$ cat config.mk
export PLATFORM = sky130hd
export DESIGN_NAME = radix_digit_string_converter
export DESIGN_NICKNAME = d
export VERILOG_FILES = /design/src/rtl/rdsc_pkg.sv /design/src/rtl/rdsc_front.sv /design/src/rtl/rdsc_queue.sv /design/src/rtl/rdsc_back.sv /design/src/rtl/radix_digit_string_converter.sv
export SDC_FILE = /design/constraint.sdc
export NUM_CORES = 1
export LEC_CHECK = 0
export ABC_AREA = 1
export BUFFER_PORTS_ARGS = -buffer_cell sky130_fd_sc_hd__buf_2
export CAP_MARGIN = 10
export CORE_UTILIZATION = 47
export CTS_BUF_LIST = sky130_fd_sc_hd__clkbuf_4 sky130_fd_sc_hd__clkbuf_8
export DETAILED_ROUTE_END_ITERATION = 12
export PLACE_DENSITY = 0.66
export SLEW_MARGIN = 20
export SYNTH_ARGS = -nofsm -noshare
export SYNTH_HDL_FRONTEND = slang
export SYNTH_SLANG_ARGS = --single-unit
$ cat constraint.sdc
create_clock -name clk -period 2.8 [get_ports clk]
set_clock_uncertainty 0.1 [all_clocks]
set_input_delay 0.28 -clock clk [delete_from_list [all_inputs] [get_ports clk]]
set_output_delay 0.28 -clock clk [all_outputs]
set_load 0.05 [all_outputs]
$ cat src/rtl/rdsc_pkg.sv
// Shared types, constants and helpers of the radix digit string converter.
`default_nettype none
package rdsc_pkg;

	localparam int VALUE_BITS = 31;
	localparam int RADIX_W    = 5;
	localparam int DIGIT_W    = 4;
	localparam int CHAR_W     = 7;
	localparam int CNT_W      = $clog2(VALUE_BITS + 1);
	localparam int IDX_W      = $clog2(VALUE_BITS);
	localparam int STEP_W     = $clog2(VALUE_BITS);

	localparam logic [RADIX_W-1:0] RADIX_MIN           = RADIX_W'(2);
	localparam logic [RADIX_W-1:0] RADIX_MAX           = RADIX_W'(16);
	localparam logic [DIGIT_W-1:0] DIGIT_DECIMAL_LIMIT = DIGIT_W'(10);
	localparam logic [CHAR_W-1:0]  ASCII_ZERO          = CHAR_W'(8'h30);
	localparam logic [CHAR_W-1:0]  ASCII_UPPER_A       = CHAR_W'(8'h41);

	typedef struct packed {
		logic [VALUE_BITS-1:0] value;
		logic [RADIX_W-1:0]    radix;
	} in_beat_t;

	typedef struct packed {
		logic [CHAR_W-1:0] digit_char;
		logic              last_digit;
	} out_beat_t;

	// One classified job as it sits in the queue.
	typedef struct packed {
		logic [VALUE_BITS-1:0] value;
		logic [RADIX_W-1:0]    radix;
	} work_t;

	typedef struct packed {
		logic  valid;
		work_t work;
	} q_beat_t;

	function automatic logic [CHAR_W-1:0] digit_to_ascii(input logic [DIGIT_W-1:0] d);
		logic [CHAR_W-1:0] c;
		if (d < DIGIT_DECIMAL_LIMIT) begin
			c = ASCII_ZERO + CHAR_W'(d);
		end else begin
			c = ASCII_UPPER_A + CHAR_W'(d - DIGIT_DECIMAL_LIMIT);
		end
		return c;
	endfunction

endpackage
`default_nettype wire

$ cat src/rtl/rdsc_front.sv
// Front end: accept input beats, clamp the radix and hand jobs to the queue.
`default_nettype none
module rdsc_front (
	input  wire logic              in_valid,
	output logic                   in_ready,
	input  rdsc_pkg::in_beat_t     in_data,
	output rdsc_pkg::q_beat_t      push,
	input  wire logic              full
);

	logic [rdsc_pkg::RADIX_W-1:0] radix_sat;

	// Clamp the radix into the supported band.
	always_comb begin
		if (in_data.radix < rdsc_pkg::RADIX_MIN) begin
			radix_sat = rdsc_pkg::RADIX_MIN;
		end else if (in_data.radix > rdsc_pkg::RADIX_MAX) begin
			radix_sat = rdsc_pkg::RADIX_MAX;
		end else begin
			radix_sat = in_data.radix;
		end
	end

	assign in_ready         = !full;
	assign push.valid       = in_valid && !full;
	assign push.work.value  = in_data.value;
	assign push.work.radix  = radix_sat;

endmodule
`default_nettype wire

$ cat src/rtl/rdsc_queue.sv
// Short job queue between the front end and the conversion engine.
`default_nettype none
module rdsc_queue #(
	parameter int DEPTH = 2
) (
	input  wire logic          clk,
	input  wire logic          arst_n,
	input  rdsc_pkg::q_beat_t  push,
	output logic               full,
	output rdsc_pkg::q_beat_t  pop,
	input  wire logic          pop_ready
);

	localparam int PTR_W = $clog2(DEPTH);
	localparam int CNT_W = $clog2(DEPTH + 1);
	localparam logic [PTR_W-1:0] PTR_LAST = PTR_W'(DEPTH - 1);
	localparam logic [CNT_W-1:0] CNT_FULL = CNT_W'(DEPTH);

	rdsc_pkg::work_t   slots_q [DEPTH];
	logic [PTR_W-1:0]  wr_ptr_q;
	logic [PTR_W-1:0]  rd_ptr_q;
	logic [CNT_W-1:0]  count_q;
	logic              do_pop;

	assign full      = (count_q == CNT_FULL);
	assign pop.valid = (count_q != '0);
	assign pop.work  = slots_q[rd_ptr_q];
	assign do_pop    = pop.valid && pop_ready;

	always_ff @(posedge clk) begin
		if (push.valid) begin
			slots_q[wr_ptr_q] <= push.work;
		end
	end

	always_ff @(posedge clk or negedge arst_n) begin
		if (!arst_n) begin
			wr_ptr_q <= '0;
			rd_ptr_q <= '0;
			count_q  <= '0;
		end else begin
			if (push.valid) begin
				wr_ptr_q <= (wr_ptr_q == PTR_LAST) ? '0 : wr_ptr_q + PTR_W'(1);
			end
			if (do_pop) begin
				rd_ptr_q <= (rd_ptr_q == PTR_LAST) ? '0 : rd_ptr_q + PTR_W'(1);
			end
			if (push.valid && !do_pop) begin
				count_q <= count_q + CNT_W'(1);
			end else if (do_pop && !push.valid) begin
				count_q <= count_q - CNT_W'(1);
			end
		end
	end

endmodule
`default_nettype wire

$ cat src/rtl/rdsc_back.sv
// Conversion engine: bit-serial division into the digit store, then digit readout.
`default_nettype none
module rdsc_back (
	input  wire logic          clk,
	input  wire logic          arst_n,
	input  rdsc_pkg::q_beat_t  pop,
	output logic               pop_ready,
	output logic               out_valid,
	input  wire logic          out_ready,
	output rdsc_pkg::out_beat_t out_data
);

	localparam int VB = rdsc_pkg::VALUE_BITS;
	localparam logic [rdsc_pkg::STEP_W-1:0] STEP_LAST = rdsc_pkg::STEP_W'(VB - 1);
	localparam logic [rdsc_pkg::CNT_W-1:0]  CNT_MAX   = rdsc_pkg::CNT_W'(VB);

	typedef enum logic [3:0] {
		S_IDLE = 4'b0001,
		S_DIV  = 4'b0010,
		S_READ = 4'b0100,
		S_EMIT = 4'b1000
	} state_t;

	state_t                           state_q;
	logic [VB-1:0]                    quot_q;
	logic [rdsc_pkg::RADIX_W-1:0]     radix_q;
	logic [rdsc_pkg::DIGIT_W-1:0]     rem_q;
	logic [rdsc_pkg::STEP_W-1:0]      step_q;
	logic [rdsc_pkg::CNT_W-1:0]       cnt_q;
	logic [rdsc_pkg::IDX_W-1:0]       rd_idx_q;
	logic [rdsc_pkg::DIGIT_W-1:0]     rd_data_q;
	logic [rdsc_pkg::DIGIT_W-1:0]     digit_store [VB];
	logic                             out_valid_q;
	rdsc_pkg::out_beat_t              out_q;

	logic [rdsc_pkg::RADIX_W-1:0]     rem_sh;
	logic [rdsc_pkg::RADIX_W-1:0]     rem_diff;
	logic                             qbit;
	logic [rdsc_pkg::DIGIT_W-1:0]     rem_nx;
	logic [VB-1:0]                    quot_nx;
	logic                             div_done;
	logic                             slot_free;
	logic                             load_out;

	// One restoring-division step: shift in the next dividend bit, subtract if it fits.
	always_comb begin
		rem_sh   = {rem_q, quot_q[VB-1]};
		rem_diff = rem_sh - radix_q;
		qbit     = (rem_sh >= radix_q);
		rem_nx   = qbit ? rem_diff[rdsc_pkg::DIGIT_W-1:0] : rem_sh[rdsc_pkg::DIGIT_W-1:0];
		quot_nx  = {quot_q[VB-2:0], qbit};
	end

	assign div_done  = (state_q == S_DIV) && (step_q == STEP_LAST);
	assign slot_free = !out_valid_q || out_ready;
	assign load_out  = (state_q == S_EMIT) && slot_free;
	assign pop_ready = (state_q == S_IDLE);

	// Digit store: one write port, one registered read port.
	always_ff @(posedge clk) begin
		if (div_done) begin
			digit_store[cnt_q[rdsc_pkg::IDX_W-1:0]] <= rem_nx;
		end
		rd_data_q <= digit_store[rd_idx_q];
	end

	always_ff @(posedge clk) begin
		if (load_out) begin
			out_q.digit_char <= rdsc_pkg::digit_to_ascii(rd_data_q);
			out_q.last_digit <= (rd_idx_q == '0);
		end
	end

	always_ff @(posedge clk or negedge arst_n) begin
		if (!arst_n) begin
			state_q     <= S_IDLE;
			quot_q      <= '0;
			radix_q     <= rdsc_pkg::RADIX_MIN;
			rem_q       <= '0;
			step_q      <= '0;
			cnt_q       <= '0;
			rd_idx_q    <= '0;
			out_valid_q <= 1'b0;
		end else begin
			if (load_out) begin
				out_valid_q <= 1'b1;
			end else if (out_ready) begin
				out_valid_q <= 1'b0;
			end
			case (state_q)
				S_IDLE: begin
					if (pop.valid) begin
						quot_q  <= pop.work.value;
						radix_q <= pop.work.radix;
						rem_q   <= '0;
						step_q  <= '0;
						cnt_q   <= '0;
						state_q <= S_DIV;
					end
				end
				S_DIV: begin
					quot_q <= quot_nx;
					if (step_q == STEP_LAST) begin
						// Remainder goes to the store; quotient becomes the next dividend.
						cnt_q  <= cnt_q + rdsc_pkg::CNT_W'(1);
						rem_q  <= '0;
						step_q <= '0;
						if (quot_nx == '0) begin
							rd_idx_q <= cnt_q[rdsc_pkg::IDX_W-1:0];
							state_q  <= S_READ;
						end
					end else begin
						rem_q  <= rem_nx;
						step_q <= step_q + rdsc_pkg::STEP_W'(1);
					end
				end
				S_READ: begin
					state_q <= S_EMIT;
				end
				S_EMIT: begin
					if (slot_free) begin
						if (rd_idx_q == '0) begin
							state_q <= S_IDLE;
						end else begin
							rd_idx_q <= rd_idx_q - rdsc_pkg::IDX_W'(1);
							state_q  <= S_READ;
						end
					end
				end
				default: begin
					state_q <= S_IDLE;
				end
			endcase
		end
	end

	assign out_valid = out_valid_q;
	assign out_data  = out_q;

	a_cnt_bound: assert property (@(posedge clk) disable iff (!arst_n)
		cnt_q <= CNT_MAX)
		else $error("digit count overran the store");

	a_rem_below_radix: assert property (@(posedge clk) disable iff (!arst_n)
		(state_q == S_DIV) |-> (rdsc_pkg::RADIX_W'(rem_q) < radix_q))
		else $error("partial remainder not below radix");

	a_radix_range: assert property (@(posedge clk) disable iff (!arst_n)
		(state_q != S_IDLE) |-> (radix_q >= rdsc_pkg::RADIX_MIN && radix_q <= rdsc_pkg::RADIX_MAX))
		else $error("radix out of range during conversion");

	a_last_ends_job: assert property (@(posedge clk) disable iff (!arst_n)
		(load_out && rd_idx_q == '0) |=> (state_q == S_IDLE && out_data.last_digit))
		else $error("final digit did not close the job");

endmodule
`default_nettype wire

$ cat src/rtl/radix_digit_string_converter.sv
// Top level of the radix digit string converter.
`default_nettype none
// Converts a non-negative 31-bit value to ASCII digits in a radix of 2 to 16
// ('0'-'9', then 'A'-'F'), most significant digit first, one output beat per
// digit; the final digit carries last_digit. A zero value gives the single
// digit '0'. Radix codes below 2 are clamped to 2, above 16 to 16. The front
// end takes an input beat whenever the job queue (QUEUE_DEPTH entries) has
// room, so new jobs are accepted while the engine is still busy. The engine
// works one job at a time: each digit costs one pass of a bit-serial restoring
// divider, then the digit is read back out of the store (S_READ) and loaded
// into the output register (S_EMIT). While out_ready holds the output off,
// the engine waits in S_EMIT. The output register lets the engine pick up the
// next job while the final digit still waits.
module radix_digit_string_converter #(
	parameter int QUEUE_DEPTH = 2
) (
	input  wire logic           clk,
	input  wire logic           arst_n,
	input  wire logic           in_valid,
	output logic                in_ready,
	input  rdsc_pkg::in_beat_t  in_data,
	output logic                out_valid,
	input  wire logic           out_ready,
	output rdsc_pkg::out_beat_t out_data
);

	rdsc_pkg::q_beat_t push;
	rdsc_pkg::q_beat_t pop;
	logic              q_full;
	logic              pop_ready;

	// Accept and clamp.
	rdsc_front u_front (
		.in_valid (in_valid),
		.in_ready (in_ready),
		.in_data  (in_data),
		.push     (push),
		.full     (q_full)
	);

	// Decouple intake from the engine.
	rdsc_queue #(
		.DEPTH (QUEUE_DEPTH)
	) u_queue (
		.clk       (clk),
		.arst_n    (arst_n),
		.push      (push),
		.full      (q_full),
		.pop       (pop),
		.pop_ready (pop_ready)
	);

	// Divide, store remainders, emit digits.
	rdsc_back u_back (
		.clk       (clk),
		.arst_n    (arst_n),
		.pop       (pop),
		.pop_ready (pop_ready),
		.out_valid (out_valid),
		.out_ready (out_ready),
		.out_data  (out_data)
	);

endmodule
`default_nettype wire
; After elaboration in Yosys (flattened, before gate mapping)
; Memories as Yosys holds them, arrays and structs flattened. A register that Yosys moved wholly into a read port is not among the register bits.
; Index checks and enable logic that the tools add are counted.
[word_totals]
n_memories = 2
elab_cells = 99
regBits = 72
input_bits = 40
output_inout_bits = 10
ramBits = 196
[classes]
eq_ne = 11
order_cmp = 4
muxes = 35
n_addsub = 11
reduce_logical = 23
[mem_list]
columns = memory, words, width, read_ports, rd_clocked_by_memory_dff, write_ports, line
row1 = u_back.digit_store, 31, 4, 1, 1, 1, rdsc_back.sv:32  ; logic [rdsc_pkg::DIGIT_W-1:0] digit_store [VB];
row2 = u_queue.slots_q, 2, 36, 1, 0, 1, rdsc_queue.sv:19  ; rdsc_pkg::work_t slots_q [DEPTH];
[op_table]
columns = cell, n
row1 = one-hot mux 31 bit (2 select lines), 1
row2 = two-way mux 5 bit, 9
row3 = logical NOT 31 bit, 1
row4 = two-way mux 31 bit, 1
row5 = one-hot mux 5 bit (2 select lines), 3
row6 = two-way mux 4 bit, 7
row7 = one-hot mux 4 bit (4 select lines), 1
row8 = "adder 5 x 1 -> 5 bit, second input constant", 2
row9 = nonzero test 2 bit, 5
row10 = two-way mux 1 bit, 8
row11 = one-hot mux 4 bit (2 select lines), 1
row12 = "adder 6 x 4 -> 7 bit, first input constant", 1
row13 = "adder 7 bit, first input constant", 1
row14 = two-way mux 7 bit, 1
row15 = logical AND 1 bit, 6
row16 = "inequality test 2 bit, second input constant", 3
row17 = "equality test 5 bit, second input constant", 1
row18 = greater-or-equal comparator 5 bit, 1
row19 = "greater-than comparator 5 bit, second input constant", 1
row20 = logical NOT 5 bit, 1
row21 = "less-than comparator 5 x 2 -> 1 bit, second input constant", 1
row22 = AND reduction 5 bit, 1
row23 = "subtractor 4 x 4 -> 5 bit, second input constant", 1
row24 = "subtractor 5 x 1 -> 5 bit, second input constant", 1
row25 = other kinds (18), 25

; Logic depth before layout (Yosys ltp)
; Gate-level depths: netlist of run 1.
[depth]
word_depth = 7
depth_mapped = 11
depth_no_buf = 10

; Hierarchy
; A second synthesis of run 1 with hierarchy kept.
[unflattened]
hier_cells = 1111
area_unflattened_um2 = 11848.9
[by_module_without_submodules]
columns = module, seq_area_each_um2, cells_each, area_each_um2, instances
row1 = rdsc_back, 5547.8, 849, 8698.3, 1
row2 = rdsc_queue, 2262.2, 215, 2849.0, 1
row3 = rdsc_front, 0.0, 47, 301.5, 1

; Worst setup path after synthesis of run 1
; Ideal clock, no wire load.
[synth_path]
kind = register to register
startpoint = reg u_back.radix_q[1] (netlist name)
endpoint = mem u_back.digit_store[0][3] (netlist name) (data pin)
synth_period_minus_slack_ns = 3.069
setup_slack_ns = -0.269
n_path_buf = 0
t_arrival_ns = 2.512
path_stages_with_launch = 8
t_required_ns = 2.243
setup_ns = 0.457
cell_sequence = dfstp_2 -> inv_1 -> ha_1 -> nand2_1 -> inv_1 -> o21bai_1 -> nand3_2 -> a21boi_0
[synth_via]
elab_chain_cells = 2
elab_cells_between_ends = 3
classes_between = add/sub (1) / order compare (1) / mux (1)
[synth_rtl]
columns = element, line
row1 = from (decl), rdsc_back.sv:26  ; logic [rdsc_pkg::RADIX_W-1:0] radix_q;
row2 = from (signal assigned), rdsc_back.sv:78  ; radix_q <= rdsc_pkg::RADIX_MIN;
row3 = from (signal assigned), rdsc_back.sv:94  ; radix_q <= pop.work.radix;
row4 = subtractor 4 bit or greater-or-equal comparator 5 bit (tied branches), "rdsc_back.sv:48, rdsc_back.sv:49"
row5 = two-way mux 4 bit *, rdsc_back.sv:50  ; rem_nx = qbit ? rem_diff[rdsc_pkg::DIGIT_W-1:0] : rem_sh[rdsc_pkg::DIGIT_W-1:0];
row6 = named net u_back.rem_nx (one bit), rdsc_back.sv:39  ; logic [rdsc_pkg::DIGIT_W-1:0] rem_nx;
row7 = to (decl), rdsc_back.sv:32
; The timed path passes the listed nets; every way through them passes the cells marked *.

; Worst setup path in the final report of run 1
[layout_path]
startpoint = reg u_back.rem_q[1] (netlist name)
endpoint = reg u_back.rem_q[1] (netlist name)
[layout_via]
elab_chain_cells = 4
[layout_rtl]
columns = element, line
row1 = from (decl), rdsc_back.sv:27  ; logic [rdsc_pkg::DIGIT_W-1:0] rem_q;
row2 = from (signal assigned), rdsc_back.sv:113  ; rem_q <= rem_nx;
row3 = greater-or-equal comparator 5 bit, rdsc_back.sv:49  ; qbit = (rem_sh >= radix_q);
row4 = two-way mux 4 bit, rdsc_back.sv:50
row5 = named net u_back.rem_nx (one bit), rdsc_back.sv:39
row6 = two-way mux 4 bit, rdsc_back.sv:103  ; if (step_q == STEP_LAST) begin
row7 = one-hot mux 4 bit (2 select lines), rdsc_back.sv:90  ; case (state_q)
; The timed path passes the listed nets, and every way through them passes these cells.
; A chain may end at the register's enable or synchronous reset.

==> results.cfg, run 1 <==
[run_status]
status = finished, final reports clean

[floorplanning]
core-area_um2 = 23800
dieArea_um2 = 25200
rows = 56
initial_core_util = 0.485
dieHeight_um = 159
boundaryPins = 50
die_w_um = 159

[clock_tree]
numCtsBuffers = 44
post_cts_resized = 0
htreeDepth = 2
cts_max_path_buffers = 3
cts_root_buffer = clkbuf_8
clock_latency_ps = 590
cts.clk_slew.worst_paths_ps = 60
cts_tree = yes
clkSinkCount = 272

[timing]
slew_headroom = 0.533
grt_setup_unrepaired = false
final-setup-viol-count = 0
fin_crit_sh = 0.853
tightest_slew_ps = 700
hold_viol = 0
timing.fmax_mhz = 419
min_period_ps = 2390
setup_ws_ps = 412
fin_setup_tns_ps = 0
drv_slew = 0

[worst_hold_path]
min_to = u_queue.slots_q[1][1]
hold_path.class = primary input to flip-flop
hold_start = in_data[1]
hold_depth = 3

[synth]
synth_nets = 1110
synth_warnings = 0
synth_top_area_frac = 0.532
ys_seq_elements = 272
ys_seq_area_frac = 0.678
async_flop_share = 0.235
syn-cell-area_um2 = 11500
ys_types = 42
syn_area_per_cell_um2 = 11.0
netlist_top_cells_area = edfxtp_1, dfrtp_1, nand2_1
syn_inst = 1052
yosys.area.top_type = edfxtp_1
synth_edf_count = 204
synth_flop_cell = edfxtp_1

[layout]
fin_area_um2 = 13400
fill_cells = 1988
mostFrequentLayoutCell = nand2_1
layout.nets = 1215
stdcell_count = 1512
seq_area_um2 = 7810
multi_input_area_um2 = 3340
most-common-layout-cells = nand2_1, edfxtp_1, nor2_1
diodes = 0
drive_above_1_share = 0.148
syn2layout_area_growth_pct = 16.5

[critical_path]
crit_buf_inv = 2
reg2reg_depth = 9
reg2reg_to = u_back.rem_q[1]
start_kind = flip-flop
crit_fanout = 21
path_common_cell = nand2_1
crit_type = flip-flop to flip-flop
cp_slowest_cell = o21ai_2
crit_path_max_incr_delay_ps = 580
required_ps = 3210
crit_chain = ha_1 > nand2_1 > inv_1 > o21bai_1 > nand3_2 > o21ai_2 > buf_12 > nand2_1 > o21ai_0
reg2reg_slack_ps = 410
worstPathArrival_ps = 2790
rr_startpoint = u_back.rem_q[1]
critical_path.top_delay_family = compound AO/OA/AOI/OAI gates
cp-end-kind = flip-flop

[power]
finalPower_uw = 14000
power_density_nw_per_um2 = 1040
p_leak_uw = 0.00532
irDropWorstVdd_mv = 0.565

[drt]
viasPerCell = 5.22
dr.pass1.iters = 5
drcViolationCount = 0
wirelength_um = 24600
vias = 7887
final_antenna_net_count = 0
wl_per_cell_um = 16.3
first_iter_violations = 680

[place]
place_area_um2 = 12200
hpwl_um = 15400
dp_cells = 1394
io_buffers = 49
pre_cts_ws_ps = 404
globalplace.congestion = 0.801

[global_route]
grt_max_degree = 64
grt_usage = 0.204
grt_pass1_vias = 7749
overflow = 0
antenna_found_initial = 0
grt_first_pass_wirelength_um = 39200

[flow_run]
drv_cap = 0
[tightest hold or removal path: cells and delay by family]
family / cells / cell delay, ps
simple gates: 1 / 130
buf+inv: 1 / 90
compound gates: 1 / 30
[report_power, final]
part | internal (uW) | switching (uW) | leakage (uW) | total [uW]
clock | 1910 | 1570 | 0.000488 | 3480
sequential | 5660 | 381 | 0.00271 | 6050
combinational | 1360 | 3110 | 0.00212 | 4470
total | 8930 | 5060 | 0.00532 | 14000
[registers in the layout, indices dropped and copies added, names as in the netlist]
signal,cells
u_back.cnt_q,5
u_queue.wr_ptr_q,1
u_back.state_q,4
u_back.digit_store,124
u_back.out_data,8
u_queue.slots_q,72
u_queue.count_q,2
u_back.out_valid,1
u_back.radix_q,5
u_back.quot_q,31
u_back.rem_q,4
u_back.rd_data_q,4
u_back.rd_idx_q,5
u_back.step_q,5
u_queue.rd_ptr_q,1
[cells by family after synthesis]
kind of cell / after synthesis / share of synthesized area
AOI/OAI and AO/OA: 138 / 0.0722
and+or+nand+nor: 516 / 0.187
adders and majority gates: 18 / 0.0202
buffers and inverters: 98 / 0.0353
DFF: 272 / 0.678
xor gates and xnor gates: 10 / 0.00760
[area by class of cell]
| type | instances | share of cell area |
|---|---|---|
| inverters | 56 | 0.0157 |
| multi-input cells | 682 | 0.249 |
| clock inverters | 12 | 0.00550 |
| repair buffers | 101 | 0.0568 |
| clock buffers | 70 | 0.0620 |
| flip-flops and latches | 272 | 0.582 |
| well taps | 319 | 0.0297 |
[how the worst max path moves through the flow]
stage / end / cells past startpoint / startpoint / slack, ps
after detailed placement: u_back.rem_q[1] / 10 / u_back.radix_q[1] / 400
after global placement: u_back.rem_q[1] / 10 / u_back.radix_q[1] / 480
after global routing: u_back.rem_q[1] / 9 / u_back.rem_q[1] / 220
final: u_back.rem_q[1] / 9 / u_back.rem_q[1] / 410
after CTS: u_back.rem_q[1] / 9 / u_back.rem_q[1] / 420
after floorplan: u_back.digit_store[0][0] / 7 / u_back.radix_q[1] / -260
[through the flow]
step	util	hold slack, ps
detailed placement	0.512	175
global placement	0.512	173
floorplan	-	-116
finish	0.565	22.9
global route	0.565	23.3
CTS	0.565	0.606
[what timing repair did]
| item | in CTS | in global routing |
|---|---|---|
| setup endpoints to repair | 0 | 0 |
| setup buffers | 0 | 0 |
| hold endpoints to repair | 94 | 0 |
| hold buffers | 36 | 0 |
[layer usage]
layer | global-route usage | up-vias | part of all wire
li1 | - | 3846 | -
met1 | 0.280 | 3777 | 0.46
met2 | 0.330 | 225 | 0.47
met3 | 0.0335 | 39 | 0.052
met4 | 0.0678 | 0 | 0.019
met5 | 0 | - | 0
[cells in the mapped netlist, drive strengths merged, types with 2 or more instances]
master  instances
nor2          153
o31ai           5
a31oi           9
nor3            2
dfrtp          62
nand2         279
buf            29
o21ai          59
clkinv          3
xor2            6
a21oi          25
edfxtp        204
o22ai          15
a21boi          6
o311ai         17
inv            53
dfxtp           4
clkbuf         13
dfstp           2
nand4           8
xnor2           4
ha             17
nand3          72
Power figures use the tool's default switching activity.
==> run 2: changes to the inputs <==
- PLACE_DENSITY: 0.66 -> default
- clock period: 2.8 -> 2.45 ns (I/O delays scaled with it)
==> run 2 against run 1 <==
  * Hold slack improved by 2.2 ps
  * Utilization rose by 0.26 points
  * Critical path depth down 3
  * Setup slack lost 290 ps
  * Cell area increased by 0.47%
  * Largest cell class unchanged
  * Highest routed layer unchanged
==> results.cfg, run 2 (synthesis results as in run 1) <==
[drt]
wl_per_cell_um = 16.5
viasPerCell = 5.14
drcViolationCount = 0
wirelength_um = 25000
first_iter_violations = 562
vias = 7789
final_antenna_net_count = 0
dr.pass1.iters = 5

[critical_path]
reg2reg_slack_ps = 130
reg2reg_depth = 6
start_kind = flip-flop
crit_buf_inv = 1
required_ps = 2550
crit_path_max_incr_delay_ps = 410
rr_startpoint = u_back.step_q[0]
crit_cells = 6
crit_fanout = 8
reg2reg_to = u_back.digit_store[9][1]
cp_slowest_cell = nor2_1
cp-end-kind = flip-flop
crit_chain = inv_1 > ha_1 > nand4_2 > nor2_2 > nand2_1 > nor2_1
worstPathArrival_ps = 2420
crit_type = flip-flop to flip-flop
critical_path.top_delay_family = simple AND/OR/NAND/NOR gates

[floorplanning]
die_w_um = 159
dieHeight_um = 159
core-area_um2 = 23800
boundaryPins = 50
rows = 56
initial_core_util = 0.485
dieArea_um2 = 25200

[global_route]
grt_usage = 0.208
antenna_found_initial = 0
overflow = 0
grt_first_pass_wirelength_um = 39800
grt_pass1_vias = 7674
grt_max_degree = 65

[place]
globalplace.congestion = 0.806
io_buffers = 49
hpwl_um = 16000
pre_cts_ws_ps = 152
dp_cells = 1403
place_area_um2 = 12300

[layout]
seq_area_um2 = 7810
largest_reg_flops = 124
syn2layout_area_growth_pct = 17.1
diodes = 0
fin_area_um2 = 13500
fill_cells = 2009
most-common-layout-cells = nand2_1, edfxtp_1, nor2_1
drive_above_1_share = 0.147
layout.nets = 1225
mostFrequentLayoutCell = nand2_1
stdcell_count = 1516
multi_input_area_um2 = 3340

[run_status]
status = finished, final reports clean

[flow_run]
drv_cap = 0

[timing]
tightest_slew_ps = 616
grt_setup_unrepaired = true
drv_slew = 0
setup_ws_ps = 126
whs_ps = 25.1
timing.fmax_mhz = 430
min_period_ps = 2320
slew_headroom = 0.588
fin_crit_sh = 0.948
hold_viol = 0
final-setup-viol-count = 0

[clock_tree]
cts_root_buffer = clkbuf_8
numCtsBuffers = 44
clkSinkCount = 272
clock_latency_ps = 540
cts_max_path_buffers = 3
htreeDepth = 2
cts_tree = yes
cts.clk_slew.worst_paths_ps = 60
post_cts_resized = 0

[power]
p_leak_uw = 0.00534
irDropWorstVdd_mv = 0.599
power_density_nw_per_um2 = 1190
finalPower_uw = 16000

[worst_hold_path]
min_to = u_queue.slots_q[1][0]
hold_start = in_data[0]
hold_depth = 2
hold_path.class = primary input to flip-flop
-- run 2: cell type report --
class	instances	share of cell area
tap	319	0.0296
sequential	272	0.579
clock buffer	61	0.0553
clock inverter	15	0.00705
timing repair buffer	111	0.0660
inverter	56	0.0156
multi-input combinational	682	0.247
-- run 2: worst reg2reg max path, cell delays in order (launching register included) --
cell and delay, ps:
dfrtp_1 390, inv_1 100, ha_1 180, nand4_2 150, nor2_2 270, nand2_1 380
nor2_1 420
-- run 2: per-stage QoR --
stage | TNS (ps) | util
2_1_floorplan | -858 | -
3_3_place_gp | 0 | 0.517
3_5_place_dp | 0 | 0.517
4_1_cts | 0 | 0.568
5_1_grt | -66.4 | 0.568
6_report | 0 | 0.568
-- run 2: what timing repair did --
| item | 4_1_cts | 5_1_grt |
|---|---|---|
| buffers inserted | 0 | 0 |
| endpoints found under the hold margin | 138 | 0 |
| endpoints found under the setup margin | 0 | 7 |
| hold buffers | 37 | 0 |
-- run 2: how the worst max path moves through the flow --
stage | from | end | slack (ps)
after global placement | u_back.step_q[0] | u_back.digit_store[1][3] | 230
after global routing | u_back.step_q[0] | u_back.digit_store[21][1] | -20
after floorplan | u_queue.count_q[0] | u_queue.slots_q[1][0] | -20
after CTS | u_back.step_q[0] | u_back.digit_store[21][2] | 140
final | u_back.step_q[0] | u_back.digit_store[9][1] | 130
after detailed placement | u_back.step_q[0] | u_back.digit_store[1][0] | 150
-- run 2: report_power, final --
group	total, uW	leakage [uW]	internal, uW	switching [uW]
Clock	3760	0.000444	2070	1690
Combinational	5400	0.00219	1730	3660
Sequential	6880	0.00271	6470	415
Total	16000	0.00534	10300	5770
-- run 2: metal layers --
layer  global-route usage  wire (um)  up-vias
met4               0.0636        504        0
met1                0.278      11300     3696
met5                    0          0        -
met3               0.0332       1140       49
met2                0.349      12100      195
li1                     -          -     3849
==> run 3: changes to the inputs <==
- CTS_BUF_LIST: sky130_fd_sc_hd__clkbuf_4 sky130_fd_sc_hd__clkbuf_8 -> default
==> run 3 against run 2 <==
  * Via count fell by 1.0%
  * First-iteration DRC count increased by 4.3%
  * Register-to-register slack is essentially flat
  * Combinational power barely moved
  * Clock power grew 33%
  * Final cell count decreased by 1.3%
  * Die area unchanged
  * Count of clock-buffer cells in the layout down 21
  * Largest cell class unchanged
==> results.cfg, run 3 (synthesis results as in run 1) <==
[critical_path]
start_kind = flip-flop
reg2reg_to = u_back.digit_store[1][0]
rr_startpoint = u_back.step_q[0]
reg2reg_slack_ps = 130
reg2reg_depth = 6
required_ps = 2560
crit_fanout = 8
cp-end-kind = flip-flop
crit_type = flip-flop to flip-flop
worstPathArrival_ps = 2430

[layout]
layout.nets = 1212
largest_reg_flops = 124
fin_area_um2 = 13800
diodes = 0
most-common-layout-cells = nand2_1, edfxtp_1, nor2_1
drive_above_1_share = 0.136
syn2layout_area_growth_pct = 19.7
mostFrequentLayoutCell = nand2_1
fin_util = 0.581

[clock_tree]
clock_latency_ps = 550
clkSinkCount = 272
cts_max_path_buffers = 3
cts_root_buffer = clkbuf_16
post-cts-setup-buffers = 0
cts_tree = yes
htreeDepth = 1
post_cts_resized = 0
cts.clk_slew.worst_paths_ps = 60
numCtsBuffers = 30

[drt]
drcViolationCount = 0
wl_per_cell_um = 16.8
dr.pass1.iters = 5
final_antenna_net_count = 0
viasPerCell = 5.15
vias = 7711
wirelength_um = 25200
first_iter_violations = 586

[timing]
fin_crit_sh = 0.945
drv_slew = 0
fin_setup_tns_ps = 0
min_period_ps = 2320
grt_setup_unrepaired = true
setup_ws_ps = 135
tightest_slew_ps = 633
slew_headroom = 0.576
hold_viol = 0
timing.fmax_mhz = 432
final-setup-viol-count = 0

[floorplanning]
rows = 56
dieHeight_um = 159
core-area_um2 = 23800
initial_core_util = 0.485
dieArea_um2 = 25200
boundaryPins = 50
die_w_um = 159

[place]
hpwl_um = 16000
globalplace.congestion = 0.806
io_buffers = 49
pre_cts_ws_ps = 152
place_area_um2 = 12300

[run_status]
status = finished, final reports clean

[global_route]
grt_first_pass_wirelength_um = 39900
grt_max_degree = 65
grt_pass1_vias = 7674
grt_usage = 0.208
overflow = 0
antenna_found_initial = 0

[worst_hold_path]
hold_depth = 5
min_to = u_queue.wr_ptr_q
hold_path.class = primary input to flip-flop
hold_start = in_valid

[power]
irDropWorstVdd_mv = 0.737
p_leak_uw = 0.00546
power_density_nw_per_um2 = 1250

[flow_run]
drv_cap = 0
-- run 3: cell count changes in the layout (fill, tap and decap cells not counted), sizes merged --
cell / delta
clkbuf: -21
clkinv: -5
bufinv: +6
dlygate4sd3: +1
-- run 3: layout make-up --
class	count	area, um^2
Multi-Input combinational cell	682	3340
Inverter	56	210
Timing Repair Buffer	112	901
Clock inverter	16	264
Sequential cell	272	7810
Clock buffer	40	871
Fill cell	1975	9960
Tap cell	319	399
-- run 3: how the worst max path moves through the flow --
stage / start / to / slack [ps]
global route: u_back.step_q[0] / u_back.digit_store[1][0] / -10
global placement: u_back.step_q[0] / u_back.digit_store[1][3] / 230
finish: u_back.step_q[0] / u_back.digit_store[1][0] / 130
detailed placement: u_back.step_q[0] / u_back.digit_store[1][0] / 150
CTS: u_back.step_q[0] / u_back.digit_store[1][1] / 150
floorplan: u_queue.count_q[0] / u_queue.slots_q[1][0] / -20
-- run 3: metal layers --
layer,vias to the layer above,global-route usage,wire length (um)
li1,3831,-,-
met1,3685,0.272,11400
met2,154,0.363,12300
met3,41,0.0286,1050
met4,0,0.0545,459
met5,-,0,0
-- run 3: report_power, final --
part	internal [uW]	leakage (uW)	switching (uW)
Combinational	1740	0.00219	3680
Sequential	6470	0.00271	416
Clock	3220	0.000557	1780
Total	11400	0.00546	5880
-- run 3: critical path: stages, from the launching register on --
cell	delay, ps
dfrtp_1	390
inv_1	100
ha_1	180
nand4_2	150
nor2_2	270
nand2_1	380
nor2_1	410
-- run 3: through the flow --
step	instances	total power [uW]	hold slack, ps
6_report	1497	17300	76.5
5_1_grt	1497	18300	144
4_1_cts	1497	17500	57.7
3_5_place_dp	1403	12400	188
3_3_place_gp	1403	12300	188
2_1_floorplan	1052	10400	-151
-- run 3: timing repair --
| action | in CTS | in global routing |
|---|---|---|
| endpoints found under the setup margin | 0 | 5 |
| hold buffers | 38 | 0 |
| endpoints found under the hold margin | 137 | 0 |
